===== src/rtl/sfs_pkg.sv =====
`default_nettype none

package sfs_pkg;

    // field and register widths
    localparam int SPR_W     = 12;
    localparam int RPM_W     = 10;
    localparam int CFG_W     = 12;
    localparam int CFG_IDX_W = 1;
    localparam int COIL_W    = 4;
    localparam int STEPS_W   = 15;
    localparam int DELAY_W   = 16;

    localparam int MOVE_BITS_DEF = 16;

    // register indexes
    localparam logic [CFG_IDX_W-1:0] REG_STEPS_PER_REV = 1'd0;
    localparam logic [CFG_IDX_W-1:0] REG_SPEED_RPM     = 1'd1;

    localparam logic [SPR_W-1:0] SPR_RESET = 12'd200;
    localparam logic [RPM_W-1:0] RPM_RESET = 10'd1;

    // input op codes
    localparam logic OP_MOVE = 1'b0;
    localparam logic OP_TICK = 1'b1;

    localparam logic [DELAY_W-1:0] MS_PER_MINUTE = 16'd60000;
    localparam int unsigned        MAX_MAG       = 32768;

    // full-step coil pattern for each phase
    function automatic logic [COIL_W-1:0] coil_of(input logic [1:0] phase);
        logic [COIL_W-1:0] c;
        case (phase)
            2'd0:    c = 4'b1010;
            2'd1:    c = 4'b0110;
            2'd2:    c = 4'b0101;
            2'd3:    c = 4'b1001;
            default: c = 4'b1010;
        endcase
        return c;
    endfunction

endpackage

`default_nettype wire


===== src/rtl/sfs_delay_calc.sv =====
`default_nettype none

module sfs_delay_calc (
    input  logic                         clk,
    input  logic                         rst_n,
    input  logic                         start,
    input  logic [sfs_pkg::SPR_W-1:0]    spr,
    input  logic [sfs_pkg::RPM_W-1:0]    rpm,
    output logic                         done,
    output logic [sfs_pkg::DELAY_W-1:0]  delay
);
    import sfs_pkg::*;

    localparam int PROD_W = SPR_W + RPM_W;
    localparam int CNT_W  = $clog2(DELAY_W);

    typedef enum logic [1:0] {C_IDLE, C_MUL, C_DIV, C_DONE} calc_state_t;

    calc_state_t         state_reg, state_next;
    logic [CNT_W-1:0]    cnt_reg, cnt_next;
    logic [PROD_W-1:0]   acc_reg, acc_next;      // product, then remainder
    logic [PROD_W-1:0]   mcand_reg, mcand_next;  // multiplicand, then divisor
    logic [RPM_W-1:0]    mplier_reg, mplier_next;
    logic [DELAY_W-1:0]  quo_reg, quo_next;      // dividend shifts out, quotient in

    logic [PROD_W-1:0]   sum;
    logic [PROD_W:0]     trial;
    logic                fits;

    always_comb
    begin
        sum   = mplier_reg[0] ? (acc_reg + mcand_reg) : acc_reg;
        trial = {acc_reg, quo_reg[DELAY_W-1]};
        fits  = (trial >= {1'b0, mcand_reg});

        state_next  = state_reg;
        cnt_next    = cnt_reg;
        acc_next    = acc_reg;
        mcand_next  = mcand_reg;
        mplier_next = mplier_reg;
        quo_next    = quo_reg;

        case (state_reg)
            C_IDLE:
            begin
                if (start)
                begin
                    acc_next    = '0;
                    mcand_next  = {{RPM_W{1'b0}}, spr};
                    mplier_next = rpm;
                    cnt_next    = '0;
                    state_next  = C_MUL;
                end
            end
            C_MUL:
            begin
                // shift-add, one multiplier bit per cycle
                if (cnt_reg == CNT_W'(RPM_W - 1))
                begin
                    mcand_next = (sum == '0) ? PROD_W'(1) : sum;
                    acc_next   = '0;
                    quo_next   = MS_PER_MINUTE;
                    cnt_next   = '0;
                    state_next = C_DIV;
                end
                else
                begin
                    acc_next    = sum;
                    mcand_next  = {mcand_reg[PROD_W-2:0], 1'b0};
                    mplier_next = {1'b0, mplier_reg[RPM_W-1:1]};
                    cnt_next    = cnt_reg + CNT_W'(1);
                end
            end
            C_DIV:
            begin
                // restoring division, one quotient bit per cycle
                acc_next = fits ? PROD_W'(trial - {1'b0, mcand_reg}) : trial[PROD_W-1:0];
                quo_next = {quo_reg[DELAY_W-2:0], fits};
                if (cnt_reg == CNT_W'(DELAY_W - 1))
                    state_next = C_DONE;
                else
                    cnt_next = cnt_reg + CNT_W'(1);
            end
            C_DONE:
            begin
                state_next = C_IDLE;
            end
            default:
            begin
                state_next = C_IDLE;
            end
        endcase
    end

    always_ff @(posedge clk or negedge rst_n)
    begin
        if (!rst_n)
        begin
            state_reg <= C_IDLE;
            cnt_reg   <= '0;
        end
        else
        begin
            state_reg <= state_next;
            cnt_reg   <= cnt_next;
        end
    end

    always_ff @(posedge clk)
    begin
        acc_reg    <= acc_next;
        mcand_reg  <= mcand_next;
        mplier_reg <= mplier_next;
        quo_reg    <= quo_next;
    end

    assign done  = (state_reg == C_DONE);
    assign delay = (quo_reg == '0) ? DELAY_W'(1) : quo_reg;

endmodule

`default_nettype wire


===== src/rtl/stepper_full_step_sequencer_core.sv =====
`default_nettype none

// four-wire full-step stepper sequencer. each input transaction is either a
// signed move command or one millisecond tick, and each gives exactly one
// result transaction with the coil drive, busy flag, steps still to go and an
// ignored flag for moves dropped while busy. the coils walk 1010, 0110, 0101,
// 1001 forward and the reverse order backward. a move takes its first step at
// once; every later step, and one final wait after the last, lasts
// 60000 / (steps_per_rev * speed_rpm) ticks, at least 1. the step delay is
// worked out afresh whenever a step is taken, by a bit-serial shift-add
// multiplier followed by a restoring divider, so a transaction that takes a
// step occupies the block longer than one that does not, and either is held
// further while the result side stalls and the previous result is still held.
// one transaction is in work at a time; a new one is taken while the previous
// result still waits in the output register. configuration writes are meant
// for idle periods only.
module stepper_full_step_sequencer_core #(
    parameter int MOVE_BITS = sfs_pkg::MOVE_BITS_DEF
) (
    input  logic                          clk,
    input  logic                          rst_n,

    // configuration write port
    input  logic                          cfg_we,
    input  logic [sfs_pkg::CFG_IDX_W-1:0] cfg_index,
    input  logic [sfs_pkg::CFG_W-1:0]     cfg_data,

    // input channel
    input  logic                          in_valid,
    output logic                          in_stall,
    input  logic                          op,
    input  logic signed [MOVE_BITS-1:0]   move_steps,

    // result channel
    output logic                          out_valid,
    input  logic                          out_stall,
    output logic [sfs_pkg::COIL_W-1:0]    coils,
    output logic                          busy_res,
    output logic [sfs_pkg::STEPS_W-1:0]   steps_remaining,
    output logic                          ignored
);
    import sfs_pkg::*;

    // magnitude width: room for the most negative move and for the clamp value
    localparam int SAT_W = (MOVE_BITS + 1 > 17) ? MOVE_BITS + 1 : 17;

    typedef enum logic [1:0] {S_IDLE, S_EVAL, S_CALC, S_APPLY} seq_state_t;

    // configuration registers
    logic [SPR_W-1:0]      spr_reg;
    logic [RPM_W-1:0]      rpm_reg;

    // sequencer state
    seq_state_t            state_reg, state_next;
    logic [1:0]            phase_reg, phase_next;
    logic                  forward_reg, forward_next;
    logic [STEPS_W-1:0]    left_reg, left_next;
    logic [DELAY_W-1:0]    wait_reg, wait_next;
    logic                  active_reg, active_next;
    logic [COIL_W-1:0]     coil_reg, coil_next;

    // captured transaction and computed delay
    logic                  op_reg, op_next;
    logic [MOVE_BITS-1:0]  move_reg, move_next;
    logic [DELAY_W-1:0]    delay_reg, delay_next;

    // output register
    logic                  out_valid_reg, out_valid_next;
    logic [COIL_W-1:0]     coils_reg, coils_next;
    logic                  busy_reg, busy_next;
    logic [STEPS_W-1:0]    steps_reg, steps_next;
    logic                  ignored_reg, ignored_next;

    // delay unit handshake
    logic                  calc_start;
    logic                  calc_done;
    logic [DELAY_W-1:0]    calc_delay;

    // decode of the captured transaction
    logic                  is_move;
    logic                  neg;
    logic [MOVE_BITS-1:0]  mag;
    logic [SAT_W-1:0]      mag_w;
    logic [SAT_W-1:0]      sat;
    logic [STEPS_W-1:0]    left_init;
    logic                  move_start;
    logic                  tick_run;
    logic [DELAY_W-1:0]    wait_dec;
    logic                  expire;
    logic                  tick_step;
    logic                  need_delay;
    logic                  out_free;
    logic                  in_take;

    sfs_delay_calc u_delay (
        .clk   (clk),
        .rst_n (rst_n),
        .start (calc_start),
        .spr   (spr_reg),
        .rpm   (rpm_reg),
        .done  (calc_done),
        .delay (calc_delay)
    );

    always_comb
    begin
        is_move    = (op_reg == OP_MOVE);
        neg        = move_reg[MOVE_BITS-1];
        mag        = neg ? (~move_reg + MOVE_BITS'(1)) : move_reg;
        mag_w      = {{(SAT_W - MOVE_BITS){1'b0}}, mag};
        // moves beyond the step counter range are clamped
        sat        = (mag_w > SAT_W'(MAX_MAG)) ? SAT_W'(MAX_MAG) : mag_w;
        left_init  = STEPS_W'(sat - SAT_W'(1));
        move_start = is_move && !active_reg && (mag != '0);

        // tick while running: count down, step or finish when the wait runs out
        tick_run   = (op_reg == OP_TICK) && active_reg;
        wait_dec   = (wait_reg != '0) ? (wait_reg - DELAY_W'(1)) : wait_reg;
        expire     = (wait_dec == '0);
        tick_step  = tick_run && expire && (left_reg != '0);
        need_delay = move_start || tick_step;

        out_free   = !out_valid_reg || !out_stall;
        in_take    = in_valid && (state_reg == S_IDLE);
    end

    always_comb
    begin
        state_next     = state_reg;
        phase_next     = phase_reg;
        forward_next   = forward_reg;
        left_next      = left_reg;
        wait_next      = wait_reg;
        active_next    = active_reg;
        coil_next      = coil_reg;
        op_next        = op_reg;
        move_next      = move_reg;
        delay_next     = delay_reg;
        out_valid_next = out_valid_reg && out_stall;
        coils_next     = coils_reg;
        busy_next      = busy_reg;
        steps_next     = steps_reg;
        ignored_next   = ignored_reg;
        calc_start     = 1'b0;

        case (state_reg)
            S_IDLE:
            begin
                if (in_take)
                begin
                    op_next    = op;
                    move_next  = move_steps;
                    state_next = S_EVAL;
                end
            end
            S_EVAL:
            begin
                if (need_delay)
                begin
                    calc_start = 1'b1;
                    state_next = S_CALC;
                end
                else
                begin
                    state_next = S_APPLY;
                end
            end
            S_CALC:
            begin
                if (calc_done)
                begin
                    delay_next = calc_delay;
                    state_next = S_APPLY;
                end
            end
            S_APPLY:
            begin
                // commit only once the output register can take the result
                if (out_free)
                begin
                    if (move_start)
                    begin
                        forward_next = !neg;
                        left_next    = left_init;
                        active_next  = 1'b1;
                        phase_next   = neg ? (phase_reg - 2'd1) : (phase_reg + 2'd1);
                        wait_next    = delay_reg;
                    end
                    else if (tick_run)
                    begin
                        wait_next = wait_dec;
                        if (expire)
                        begin
                            if (left_reg != '0)
                            begin
                                left_next  = left_reg - STEPS_W'(1);
                                phase_next = forward_reg ? (phase_reg + 2'd1)
                                                         : (phase_reg - 2'd1);
                                wait_next  = delay_reg;
                            end
                            else
                            begin
                                active_next = 1'b0;
                            end
                        end
                    end

                    if (need_delay)
                        coil_next = coil_of(phase_next);

                    out_valid_next = 1'b1;
                    coils_next     = need_delay ? coil_of(phase_next) : coil_reg;
                    busy_next      = active_next;
                    steps_next     = left_next;
                    ignored_next   = is_move && active_reg;
                    state_next     = S_IDLE;
                end
            end
            default:
            begin
                state_next = S_IDLE;
            end
        endcase
    end

    always_ff @(posedge clk or negedge rst_n)
    begin
        if (!rst_n)
        begin
            spr_reg       <= SPR_RESET;
            rpm_reg       <= RPM_RESET;
            state_reg     <= S_IDLE;
            phase_reg     <= 2'd0;
            forward_reg   <= 1'b0;
            left_reg      <= '0;
            wait_reg      <= '0;
            active_reg    <= 1'b0;
            coil_reg      <= '0;
            out_valid_reg <= 1'b0;
        end
        else
        begin
            if (cfg_we && (cfg_index == REG_STEPS_PER_REV))
                spr_reg <= cfg_data[SPR_W-1:0];
            if (cfg_we && (cfg_index == REG_SPEED_RPM))
                rpm_reg <= cfg_data[RPM_W-1:0];
            state_reg     <= state_next;
            phase_reg     <= phase_next;
            forward_reg   <= forward_next;
            left_reg      <= left_next;
            wait_reg      <= wait_next;
            active_reg    <= active_next;
            coil_reg      <= coil_next;
            out_valid_reg <= out_valid_next;
        end
    end

    // payload registers
    always_ff @(posedge clk)
    begin
        op_reg      <= op_next;
        move_reg    <= move_next;
        delay_reg   <= delay_next;
        coils_reg   <= coils_next;
        busy_reg    <= busy_next;
        steps_reg   <= steps_next;
        ignored_reg <= ignored_next;
    end

    assign in_stall        = (state_reg != S_IDLE);
    assign out_valid       = out_valid_reg;
    assign coils           = coils_reg;
    assign busy_res        = busy_reg;
    assign steps_remaining = steps_reg;
    assign ignored         = ignored_reg;

endmodule

`default_nettype wire

===== config.mk =====
export PLATFORM = sky130hd
export DESIGN_NAME = stepper_full_step_sequencer_core
export DESIGN_NICKNAME = d
export VERILOG_FILES = /design/src/rtl/sfs_pkg.sv /design/src/rtl/sfs_delay_calc.sv /design/src/rtl/stepper_full_step_sequencer_core.sv
export SDC_FILE = /design/constraint.sdc
export NUM_CORES = 1
export LEC_CHECK = 0
export BUFFER_PORTS_ARGS = -buffer_cell sky130_fd_sc_hd__buf_2
export CELL_PAD_IN_SITES_DETAIL_PLACEMENT = 0
export CELL_PAD_IN_SITES_GLOBAL_PLACEMENT = 1
export CORE_MARGIN = 2
export CORE_UTILIZATION = 50
export DETAILED_ROUTE_END_ITERATION = 10
export HOLD_SLACK_MARGIN = 0.08
export PLACE_DENSITY = 0.83
export SYNTH_ARGS = -nofsm -noshare
export SYNTH_HDL_FRONTEND = slang
export SYNTH_SLANG_ARGS = --single-unit

===== constraint.sdc =====
create_clock -name clk -period 6.3 [get_ports clk]
set_input_delay 0.945 -clock clk [delete_from_list [all_inputs] [get_ports clk]]
set_output_delay 0.945 -clock clk [all_outputs]
set_load 0.03 [all_outputs]

Word level (Yosys, flattened, before mapping):

Index checks and enable logic that the tools add are counted.

* logic and storage cells: 154
* register bits after elaboration: 194
* output and inout bits: 23
* bits of input ports: 35

* equality and inequality tests: 19
* reduce and logical (&&, ||, !) cells: 42
* bitwise logic cells: 3
* add/subtract/negate cells: 9
* order comparisons: 2
* mux-type cells: 56

Operators by type and width (number)
* $mux 22: 7
* $mux 16: 7
* $mux 15: 5
* $pmux 22 s3: 1
* $pmux 22 s2: 1
* $logic_not 16->1: 2
* $pmux 16 s2: 1
* $reduce_bool 16->1: 2
* $sub 15x1->15 const B: 2
* $mux 2: 14
* $ge 23x22->1: 1
* $add 22x22->22: 1
* $logic_not 22->1: 1
* $sub 22x22->22: 1
* $mux 10: 2
* $pmux 10 s2: 1
* $reduce_and 3->1: 6
* $add 16x1->16 const B: 1
* $gt 16x16->1 const B: 1
* $mux 4: 4
* $not 16->16: 1
* $pmux 2 s4: 2
* $pmux 4 s4: 1
* $sub 16x1->16 const B: 1
* 19 further kinds: 65

Logic depth before layout (Yosys ltp):

Gate-level depths: netlist of the first run.

* depth in word-level cells: 11
* depth in mapped cells: 18
* depth with buffers taken out: 17

Modules after synthesis:

A second synthesis of the first run with hierarchy kept.

* cells, all modules: 1314
* area total of the unflattened synthesis: 12990.0 um2

By module, submodules not included
* stepper_full_step_sequencer_core: cells an instance 668, instances 1, seq. area each 3228.1 um2, area an instance 6852.8 um2
* sfs_delay_calc: cells an instance 646, instances 1, seq. area each 2252.2 um2, area an instance 6137.1 um2

Worst setup path before layout of the first run:

OpenSTA, ideal clock, no wires.

* path type: register -> register
* start: register move_reg[0]
* end: register u_delay.mplier_reg[0], enable pin
* slack: 1744 ps
* required time: 5956 ps
* cell stages (with the launch flop): 14
* library setup time: 344 ps
* buffers on the path: 2
* clock period less this slack: 4556 ps
* arrival time: 4212 ps
* path through: edfxtp_1 -> inv_1 -> ha_1 -> or4b_1 -> clkbuf_1 -> o41ai_1 -> xnor2_1 -> nor3_2 -> nand4_4 -> o21a_1 -> buf_6 -> o21ai_4 -> mux2i_1 -> and2_1

* longest elaborated chain between the ends: 10

Ends and longest elaborated chain
* start, declared: RTL line stepper_full_step_sequencer_core.sv:64 `logic [MOVE_BITS-1:0] move_reg, move_next;`
* start signal, assigned: RTL line stepper_full_step_sequencer_core.sv:262 `move_reg <= move_next;`
* $not 16->16: RTL line stepper_full_step_sequencer_core.sv:109 `mag = neg ? (~move_reg + MOVE_BITS'(1)) : move_reg;`
* $add 16x1->16: RTL line stepper_full_step_sequencer_core.sv:109
* $mux 16 *: RTL line stepper_full_step_sequencer_core.sv:109
* $reduce_bool 16->1 *: RTL line stepper_full_step_sequencer_core.sv:114 `move_start = is_move && !active_reg && (mag != '0);`
* $logic_and 1x1->1 *: RTL line stepper_full_step_sequencer_core.sv:114
* $logic_or 1x1->1 *: RTL line stepper_full_step_sequencer_core.sv:121 `need_delay = move_start || tick_step;`
* $mux 1 *: RTL line stepper_full_step_sequencer_core.sv:158 `if (need_delay)`
* $mux 1 *: RTL line stepper_full_step_sequencer_core.sv:146 `case (state_reg)`
* $ne 2x2->1 (no line) *
* $reduce_and 3->1 (no line) *
* end signal, assigned: RTL line sfs_delay_calc.sv:113 `mplier_reg <= mplier_next;`
* end, declared: RTL line sfs_delay_calc.sv:23 `logic [RPM_W-1:0] mplier_reg, mplier_next;`

Every way passes the cells marked *; elsewhere a longest branch is shown, timed or not.
A chain may end at the register's enable or synchronous reset.

Final worst setup path of the first run:

* start: register move_reg[0]
* end: register steps_reg[14], in the netlist steps_remaining[14] (data pin)

* longest elaborated chain between the ends: 7
* elaborated cells between the ends (all ways): 9
* classes of those cells: add/sub: 2; order compare: 1; mux: 3; bitwise: 1; reduce/logical: 2

Ends and longest elaborated chain
* $not 16->16: RTL line stepper_full_step_sequencer_core.sv:109
* $add 16x1->16: RTL line stepper_full_step_sequencer_core.sv:109
* $mux 16 *: RTL line stepper_full_step_sequencer_core.sv:109
* $gt 16x16->1: RTL line stepper_full_step_sequencer_core.sv:112 `sat = (mag_w > SAT_W'(MAX_MAG)) ? SAT_W'(MAX_MAG) : mag_w;`
* $mux 15: RTL line stepper_full_step_sequencer_core.sv:112
* $sub 15x1->15: RTL line stepper_full_step_sequencer_core.sv:113 `left_init = STEPS_W'(sat - SAT_W'(1));`
* $mux 15 *: RTL line stepper_full_step_sequencer_core.sv:181 `if (move_start)`
* end signal, assigned: RTL line stepper_full_step_sequencer_core.sv:266 `steps_reg <= steps_next;`
* end, declared: RTL line stepper_full_step_sequencer_core.sv:71 `logic [STEPS_W-1:0] steps_reg, steps_next;`

Marked as above.

==> results.sh, run 1 <==
export IMPL_grt_max_degree=71
export IMPL_critical_path_slowest_cell="or4b_1"
export IMPL_max_freq_mhz=222
export IMPL_p_leak_nw=5.59
export IMPL_start_kind="flip-flop"
export IMPL_synthToLayoutAreaGrowth_pct=8.56
export IMPL_maxCapViolCount=0
export IMPL_layout_commonest_cell="edfxtp_1"
export IMPL_yosys_warnings=0
export IMPL_start_util=0.504
export IMPL_fin_nets=1451
export IMPL_path_clk_slew_ns=0.08
export IMPL_powerDensity_nw_per_um2=545
export IMPL_drt_pass1_iterations=5
export IMPL_async_reset_ff_frac=0.361
export IMPL_cp_required_ns=6.50
export IMPL_synth_edf_count=124
export IMPL_nFillCells=2310
export IMPL_routed_via_count=10400
export IMPL_critPathArrivalTime_ns=4.72
export IMPL_cts_resized=0
export IMPL_cts_hold_buf=0
export IMPL_max_stage_delay_ns=0.58
export IMPL_cp_common_cell="nand2_1"
export IMPL_synthFlopType="edfxtp_1"
export IMPL_ioPinCount=58
export IMPL_layout_drive_gt1_share=0.132
export IMPL_die_h_um=165
export IMPL_dieArea_um2=27400
export IMPL_fin_skew_ns=0.0206
export IMPL_regToRegEndpoint="steps_remaining[14]"
export IMPL_cts_buffers=17
export IMPL_hpwl_mm=23.3
export IMPL_finish_utilization=0.548
export IMPL_critical_path_class="flip-flop to flip-flop"
export IMPL_place_gp_congestion=0.863
export IMPL_yosysUniqueCellTypes=93
export IMPL_grt_remaining_overflow=0
export IMPL_whs_endpoint="delay_reg[12]"
export IMPL_netlist_area_um2=13000
export IMPL_drv_slew=0
export IMPL_relSlewSlack=0.268
export IMPL_reg2reg_from="move_reg[0]"
export IMPL_hold_viol=0
export IMPL_vdd_ir_drop_worst_mv=0.280
export IMPL_grt_first_pass_wirelength_mm=52.5
export IMPL_cts_sinks=194
export IMPL_yosysTopAreaCellShare=0.286
export IMPL_worst_hold_slack_ns=0.477
export IMPL_io_buffers=57
export IMPL_placementRows=59
export IMPL_viasPerCell=6.10
export IMPL_post_route_drc_count=0
export IMPL_end_kind="flip-flop"
export IMPL_first_global_vias=10000
export IMPL_syn_num_nets=1433
export IMPL_coreArea_um2=25800
export IMPL_htreeDepth=4
export IMPL_drt_total_wl_mm=32.3
export IMPL_antenna_found_initial=0
export IMPL_critical_path_cell_chain="inv_1 -> ha_1 -> or4b_1 -> o41ai_1 -> xnor2_1 -> nor3_2 -> nand4_4 -> nand2_1 -> nand2_1 -> ha_1 -> nand2_1 -> a21oi_1 -> o211a_1 -> nand2_1 -> xnor2_1 -> nor2_1 -> a21o_1"
export IMPL_diodes=0
export IMPL_yosys_top_cells_area="edfxtp_1 29%, dfrtp_1 13%, ha_1 6.0%, mux2_2 3.5%, nand2_1 2.9%"
export IMPL_cts_root_buffer="clkbuf_16"
export IMPL_min_period_ns=4.51
export IMPL_cts_buffer_depth=2
export IMPL_grt_usage=0.244
export IMPL_wl_per_cell_um=19.0
export IMPL_rsz0062_at_grt="no"
export IMPL_rr_worst_depth=17
export IMPL_hp_start="u_delay.quo_reg[12]"
export IMPL_ys_seq_area_frac=0.421
export IMPL_rrSetupSlack_ns=1.79
export IMPL_initialDrtViolationCount=741
export IMPL_yosys_register_bits=194
export IMPL_post_cts_setup_buffers=0
export IMPL_worstMarginPinSlew_ns=1.10
export IMPL_synth_area_leader_cell="edfxtp_1"
export IMPL_status="finished, final reports clean"
export IMPL_clk_latency_ns=0.46
export IMPL_hold_path_depth=0
export IMPL_fin_crit_sh=0.716
export IMPL_setup_violations=0
export IMPL_p_total_w=0.00771
export IMPL_final_cell_mix="124 x edfxtp_1, 100 x nand2_1, 84 x nor2_1"
export IMPL_synthCells=1333
export IMPL_critPathMaxFanout=9
export IMPL_antenna_left=0
export IMPL_synth_avg_cell_area_um2=9.78
export IMPL_hold_class="flip-flop to flip-flop"
export IMPL_die_w_um=165
export IMPL_setup_tns_ns=0
export IMPL_cts_tree="built"
## power breakdown
| group | internal (W) | switching (W) | leakage, nW |
|---|---|---|---|
| clock | 0.000540 | 0.000589 | 0.292 |
| combinational | 0.00166 | 0.00255 | 3.31 |
| sequential | 0.00199 | 0.000388 | 1.99 |
## final cells by class
class,instances,area (um2),area share
sequential,194,5480,0.387
clock inverter,15,178,0.0126
clock buffer,17,425,0.0301
multi-input combinational,1000,7000,0.495
inverter,68,255,0.0180
timing repair buffer,70,385,0.0272
tap,335,419,0.0296
## cells by family after synthesis
group	after synthesis	synth area share
AND/OR/NAND/NOR	443	0.180
flip-flops	194	0.421
buffers and inverters	139	0.0433
AO/OA/AOI/OAI	357	0.190
adder cells (fa/ha/maj)	65	0.0636
multiplexers	71	0.0589
XOR/XNOR	64	0.0436
## synthesized netlist by cell type (29+ instances only)
master      n
dfrtp_1    66
nor3_1     32
edfxtp_1  124
nor2_1     84
xnor2_1    35
mux2_2     40
nand3_1    41
a21oi_1    68
mux2i_1    29
ha_1       63
o21ai_0    70
nand2_1   100
clkbuf_1   54
inv_1      67
## worst max-delay path, delay by kind of cell, from the launching register on
kind / cells / cell delay (ns)
AO/OA/AOI/OAI: 4 / 1.34
XOR/XNOR: 2 / 0.46
adder cells (fa/ha/maj): 2 / 0.44
buffers and inverters: 1 / 0.14
flip-flops: 1 / 0.48
AND/OR/NAND/NOR: 8 / 1.40
## worst max path at each step
stage	cells past startpoint	slack, ns	start	endpoint
global route	17	1.36	move_reg[0]	steps_remaining[14]
finish	17	1.79	move_reg[0]	steps_remaining[14]
floorplan	13	1.74	move_reg[0]	u_delay.mplier_reg[0]
CTS	13	1.80	move_reg[2]	coils[0]
detailed placement	13	1.83	move_reg[2]	coils[0]
global placement	13	1.93	move_reg[0]	u_delay.mplier_reg[9]
## metal layers
layer,track usage,routed length (um),vias up
li1,-,-,5026
met1,0.328,14900,4998
met2,0.408,15400,286
met3,0.0345,1380,60
met4,0.0776,699,0
met5,0,0,-
## per-stage QoR
stage / setup slack (ns) / instances / cell area (um2)
after floorplan: 1.74 / 1333 / 13000
after global placement: 1.93 / 1667 / 13500
after detailed placement: 1.83 / 1667 / 13500
after CTS: 1.80 / 1699 / 14100
after global routing: 1.36 / 1699 / 14100
final: 1.79 / 1699 / 14100
No activity file was read; power rests on OpenSTA's default activity.
==> inputs of run 2 (changes only) <==
==> constraint.sdc (replaced) <==
create_clock -name clk -period 4.4 [get_ports clk]
set_input_delay 0.66 -clock clk [delete_from_list [all_inputs] [get_ports clk]]
set_output_delay 0.66 -clock clk [all_outputs]
set_load 0.03 [all_outputs]
==> run 2 against run 1 <==
Sequential share of layout area fell by 0.50 points. Clock power rose by 49%. Flip-flop and latch count did not move. Combinational power rose by 48%. Critical path type unchanged. Design area rose by 1.3%. Worst setup slack got worse by 1.5 ns. Final cell count rose by 1.1%. Die area did not move. Fmax rose by 11%. Largest cell class unchanged. Critical path depth fell by 5. Sequential power rose by 43%. Core utilization rose by 0.72 points.
==> results.sh, run 2 (synthesis results as in run 1) <==
export IMPL_status="finished, final reports clean"
export IMPL_ioPinCount=58
export IMPL_grt_usage=0.251
export IMPL_drt_met1_wl_mm=14.8
export IMPL_min_period_ns=4.07
export IMPL_htreeDepth=4
export IMPL_antenna_found_initial=0
export IMPL_cts_tree="built"
export IMPL_cp_required_ns=4.60
export IMPL_crit_cells=12
export IMPL_cts_buffers=17
export IMPL_pre_cts_slack_ns=0.243
export IMPL_antenna_left=0
export IMPL_path_clk_slew_ns=0.08
export IMPL_p_total_w=0.0113
export IMPL_path_buf_inv=1
export IMPL_cts_root_buffer="clkbuf_16"
export IMPL_fin_nets=1470
export IMPL_first_global_vias=10200
export IMPL_die_w_um=165
export IMPL_cts_sinks=194
export IMPL_detailroute_wirelength_met2_mm=16.3
export IMPL_worst_path_dominant_cell_family="compound AO/OA/AOI/OAI gates"
export IMPL_p_leak_nw=5.70
export IMPL_powerDensity_nw_per_um2=787
export IMPL_end_kind="flip-flop"
export IMPL_diodes=0
export IMPL_drv_slew=0
export IMPL_layout_commonest_cell="edfxtp_1"
export IMPL_max_stage_delay_ns=0.73
export IMPL_routed_via_count=10600
export IMPL_io_buffers=57
export IMPL_viasPerCell=6.16
export IMPL_setup_violations=0
export IMPL_drt_pass1_iterations=5
export IMPL_setup_tns_ns=0
export IMPL_worst_slack_ns=0.330
export IMPL_met3_length_mm=1.60
export IMPL_final_cell_mix="124 x edfxtp_1, 100 x nand2_1, 84 x nor2_1"
export IMPL_hold_viol=0
export IMPL_relSlewSlack=0.253
export IMPL_critical_path_cell_chain="or4_1 -> o41ai_1 -> xor2_1 -> o311a_2 -> nand4_4 -> o21a_2 -> nor2_1 -> xnor2_1 -> inv_1 -> ha_1 -> o21bai_1 -> o21ai_0"
export IMPL_place_gp_congestion=0.852
export IMPL_worst_hold_slack_ns=0.366
export IMPL_critPathMaxFanout=9
export IMPL_fin_crit_sh=0.925
export IMPL_dp_cells=1686
export IMPL_post_route_drc_count=0
export IMPL_fin_skew_ns=0.0205
export IMPL_rsz0062_at_grt="no"
export IMPL_grt_max_degree=71
export IMPL_layout_drive_gt1_share=0.146
export IMPL_max_freq_mhz=246
export IMPL_synthToLayoutAreaGrowth_pct=9.99
export IMPL_grt_remaining_overflow=0
export IMPL_initialDrtViolationCount=1095
export IMPL_start_util=0.504
export IMPL_wl_per_cell_um=19.4
export IMPL_critical_path_slowest_cell="or4_1"
export IMPL_maxCapViolCount=0
export IMPL_clk_latency_ns=0.46
export IMPL_start_kind="flip-flop"
export IMPL_die_h_um=165
export IMPL_critPathArrivalTime_ns=4.27
export IMPL_hpwl_mm=24.0
export IMPL_drt_total_wl_mm=33.3
export IMPL_coreArea_um2=25800
export IMPL_final_cells=1718
export IMPL_post_cts_setup_buffers=0
export IMPL_rr_worst_depth=12
export IMPL_worstMarginPinSlew_ns=1.12
export IMPL_critical_path_class="flip-flop to flip-flop"
export IMPL_grt_first_pass_wirelength_mm=54.0
export IMPL_dieArea_um2=27400
export IMPL_hold_class="input pin to async pin"
export IMPL_vdd_ir_drop_worst_mv=0.374
export IMPL_placementRows=59
export IMPL_cts_buffer_depth=2
export IMPL_top_layer_used="met4"
-- run 2: cell count changes in the layout (fill, tap and decap cells not counted), moves of 2 or more --
cell      delta
buf_4       +19
clkinv_4     +2
inv_6        -2
inv_8        -2
-- run 2: final timing paths --
| kind | start | end | slack [ns] |
|---|---|---|---|
| setup reg to reg | move_reg[3] | coils[0] | 0.33 |
| hold / removal | rst_n | left_reg[3] | 0.37 |
| max in group asynchronous | rst_n | u_delay.cnt_reg[0] | 3.38 |
| setup / recovery | move_reg[3] | coils[0] | 0.33 |
| hold reg to reg | u_delay.quo_reg[12] | delay_reg[12] | 0.48 |
| min in group clk | move_steps[4] | move_reg[4] | 0.38 |
-- run 2: stage by stage --
| stage | utilization | instance area [um2] |
|---|---|---|
| global placement | 0.530 | 13700 |
| detailed placement | 0.530 | 13700 |
| global route | 0.555 | 14300 |
| finish | 0.555 | 14300 |
| floorplan | - | 13000 |
| CTS | 0.554 | 14300 |
-- run 2: area by class of cell --
class / count / area, um2
Fill cell: 2309 / 11500
Tap cell: 335 / 419
Clock buffer: 17 / 425
Multi-Input combinational cell: 1000 / 7010
Sequential cell: 194 / 5480
Inverter: 68 / 255
Clock inverter: 15 / 211
Timing Repair Buffer: 89 / 528
-- run 2: repair_timing --
item                                    CTS  global route
resized for setup                         0             3
endpoints found under the setup margin    0             8
hold buffers                              0             0
-- run 2: layer usage --
layer	global-route usage	vias up
met5	0	-
met4	0.0670	0
met3	0.0342	53
met2	0.429	319
met1	0.336	5129
li1	-	5074
-- run 2: power breakdown --
part / total (W) / switching (W) / internal (W)
Combinational: 0.00621 / 0.00374 / 0.00246
Clock: 0.00168 / 0.000847 / 0.000833
Sequential: 0.00339 / 0.000550 / 0.00284
Total: 0.0113 / 0.00514 / 0.00614
==> inputs of run 3 (changes only) <==
--- a/config.mk
+++ b/config.mk
@@ -15,4 +15,5 @@
 export PLACE_DENSITY = 0.83
 export SYNTH_ARGS = -nofsm -noshare
 export SYNTH_HDL_FRONTEND = slang
+export SYNTH_HIERARCHICAL = 1
 export SYNTH_SLANG_ARGS = --single-unit
==> run 3 against run 2 <==
Via count is 2.2% lower. Design area decreased by 0.58%. Hold slack got worse by 0.047 ns. Sequential power decreased by 9.7%. Sequential share of layout area grew 0.22 points. Wire length decreased by 3.9%. Clock power decreased by 5%. Final cell count decreased by 1.5%.
==> results.sh, run 3 <==
export IMPL_htreeDepth=4
export IMPL_first_global_vias=9973
export IMPL_vdd_ir_drop_worst_mv=0.420
export IMPL_start_kind="flip-flop"
export IMPL_end_kind="flip-flop"
export IMPL_ys_seq_area_frac=0.422
export IMPL_worst_slack_ns=0.291
export IMPL_worstMarginPinSlew_ns=1.07
export IMPL_powerDensity_nw_per_um2=687
export IMPL_cts_root_buffer="clkbuf_16"
export IMPL_layout_drive_gt1_share=0.153
export IMPL_hold_class="input pin to async pin"
export IMPL_yosysTopAreaCellShare=0.287
export IMPL_initialDrtViolationCount=780
export IMPL_viasPerCell=6.12
export IMPL_synth_area_leader_cell="edfxtp_1"
export IMPL_nFillCells=2272
export IMPL_syn_num_nets=1413
export IMPL_placementRows=58
export IMPL_fin_area_um2=14200
export IMPL_cts_tree="built"
export IMPL_place_gp_congestion=0.919
export IMPL_synth_top_family_by_area="compound AO/OA/AOI/OAI gates"
export IMPL_grt_usage=0.240
export IMPL_diodes=0
export IMPL_post_cts_setup_buffers=0
export IMPL_cp_required_ns=4.70
export IMPL_synthAdderAreaFrac=0.0628
export IMPL_antenna_left=0
export IMPL_layout_commonest_cell="edfxtp_1"
export IMPL_final_cells=1692
export IMPL_critPathMaxFanout=8
export IMPL_synthCells=1314
export IMPL_netlist_area_um2=13000
export IMPL_synth_most_common_cell="edfxtp_1"
export IMPL_synth_edf_count=124
export IMPL_p_leak_nw=5.72
export IMPL_rsz0062_at_grt="no"
export IMPL_synth_compound_area_share=0.182
export IMPL_cts_sinks=194
export IMPL_coreArea_um2=25300
export IMPL_drt_total_wl_mm=32.0
export IMPL_dieArea_um2=27300
export IMPL_hpwl_mm=23.2
export IMPL_yosysUniqueCellTypes=91
export IMPL_fin_nets=1448
export IMPL_die_w_um=165
export IMPL_yosys_warnings=6
export IMPL_yosys_top_cells_area="edfxtp_1 29%, dfrtp_1 13%, ha_1 6.0%, mux2_2 3.6%, mux2i_1 3.5%"
export IMPL_setup_tns_ns=0
export IMPL_io_buffers=57
export IMPL_ioPinCount=58
export IMPL_synthFlopType="edfxtp_1"
export IMPL_routed_via_count=10300
export IMPL_wl_per_cell_um=18.9
export IMPL_critical_path_class="flip-flop to flip-flop"
export IMPL_grt_max_degree=71
export IMPL_drv_slew=0
export IMPL_relSlewSlack=0.280
export IMPL_pre_cts_slack_ns=0.301
export IMPL_yosys_register_bits=194
export IMPL_synth_avg_cell_area_um2=9.89
export IMPL_min_period_ns=4.11
export IMPL_drt_pass1_iterations=5
export IMPL_cts_buffer_depth=2
export IMPL_post_route_drc_count=0
export IMPL_finish_utilization=0.563
export IMPL_status="finished, final reports clean"
export IMPL_fin_crit_sh=0.934
export IMPL_grt_remaining_overflow=0
export IMPL_synth_simple_area_share=0.171
export IMPL_grt_first_pass_wirelength_mm=51.6
export IMPL_synthToLayoutAreaGrowth_pct=9.70
export IMPL_critPathArrivalTime_ns=4.41
export IMPL_dpl_cell_area_um2=13600
export IMPL_dp_cells=1660
export IMPL_final_cell_mix="124 x edfxtp_1, 95 x nand2_1, 77 x nor2_1"
export IMPL_path_clk_slew_ns=0.08
export IMPL_synthMuxAreaShare=0.0710
export IMPL_hold_viol=0
export IMPL_clk_latency_ns=0.45
export IMPL_antenna_found_initial=0
export IMPL_max_freq_mhz=243
export IMPL_cts_buffers=17
export IMPL_fin_skew_ns=0.0161
export IMPL_synth_xor_area_frac=0.0479
export IMPL_die_h_um=165
export IMPL_maxCapViolCount=0
export IMPL_start_util=0.513
export IMPL_synth_common_cells="124 x edfxtp_1, 95 x nand2_1, 79 x nor2_1"
export IMPL_setup_violations=0
export IMPL_async_reset_ff_frac=0.361
export IMPL_cts_hold_buf=0
[run 3: cell types whose count changed after synthesis, moves of 6 or more]
cell / change
mux2i_1: +17
inv_1: -12
o2bb2ai_1: +8
a21oi_1: -7
nand4_1: -7
or3_1: -7
a211o_1: -6
a221o_1: -6
nand2b_1: +6
o2111ai_1: -6
o311ai_0: -6
xor2_1: +6
[run 3: metrics by stage]
step	hold slack, ns	power [W]
after CTS	0.376	0.00976
after detailed placement	0.465	0.00815
after floorplan	0.364	0.00689
after global routing	0.383	0.0104
after global placement	0.458	0.00808
final	0.319	0.00978
[run 3: worst paths after layout]
path	slack (ns)	end	start	cells past startpoint
max	0.29	u_delay/cnt_reg[3]	move_reg[7]	13
min	0.32	left_reg[6]	rst_n	1
min reg2reg	0.49	delay_reg[3]	u_delay/quo_reg[3]	0
max reg2reg	0.29	u_delay/cnt_reg[3]	move_reg[7]	13
max in group asynchronous	3.39	rpm_reg[9]	rst_n	1
min in group clk	0.40	move_reg[2]	move_steps[2]	1
[run 3: area by class of cell]
class / instances / area, um2 / area share
Multi-Input combinational cell: 988 / 6990 / 0.491
Sequential cell: 194 / 5480 / 0.385
Timing Repair Buffer: 89 / 541 / 0.0379
Clock buffer: 18 / 439 / 0.0308
Tap cell: 330 / 413 / 0.0290
Inverter: 59 / 221 / 0.0155
Clock inverter: 14 / 161 / 0.0113
[run 3: metal layers]
layer,part of all wire,track usage,vias up
met5,0,0,-
met4,0.021,0.0791,0
met3,0.043,0.0265,44
met2,0.48,0.397,273
met1,0.46,0.328,5026
li1,-,-,5004
[run 3: where the power goes]
part	total, W	internal (W)	leakage, nW	switching [W]
combinational	0.00514	0.00204	3.41	0.00310
clock	0.00159	0.000782	0.290	0.000803
sequential	0.00306	0.00262	2.02	0.000438
[run 3: critical path, cell delays in order (launching register included)]
cell and delay (ns):
edfxtp_1 0.50, or4_1 0.61, or3_1 0.44, mux2_2 0.26, nor4b_2 0.40, a41oi_2 0.23, or2_2 0.39, and2_1 0.20
nor2b_1 0.27, nor2_4 0.06, o21ai_1 0.28, nor3_1 0.10, a21oi_1 0.13, o21ai_0 0.08
[run 3: timing repair]
action	in CTS	in global routing
resized for setup	0	1
endpoints found under the setup margin	0	1
hold endpoints to repair	0	0
[run 3: cells by family after synthesis]
| family | Yosys count |
|---|---|
| adders and majority gates | 64 |
| buffers and inverters | 132 |
| xor gates and xnor gates | 71 |
| and+or+nand+nor | 423 |
| muxes | 87 |
| AOI/OAI and AO/OA | 343 |
| DFF | 194 |
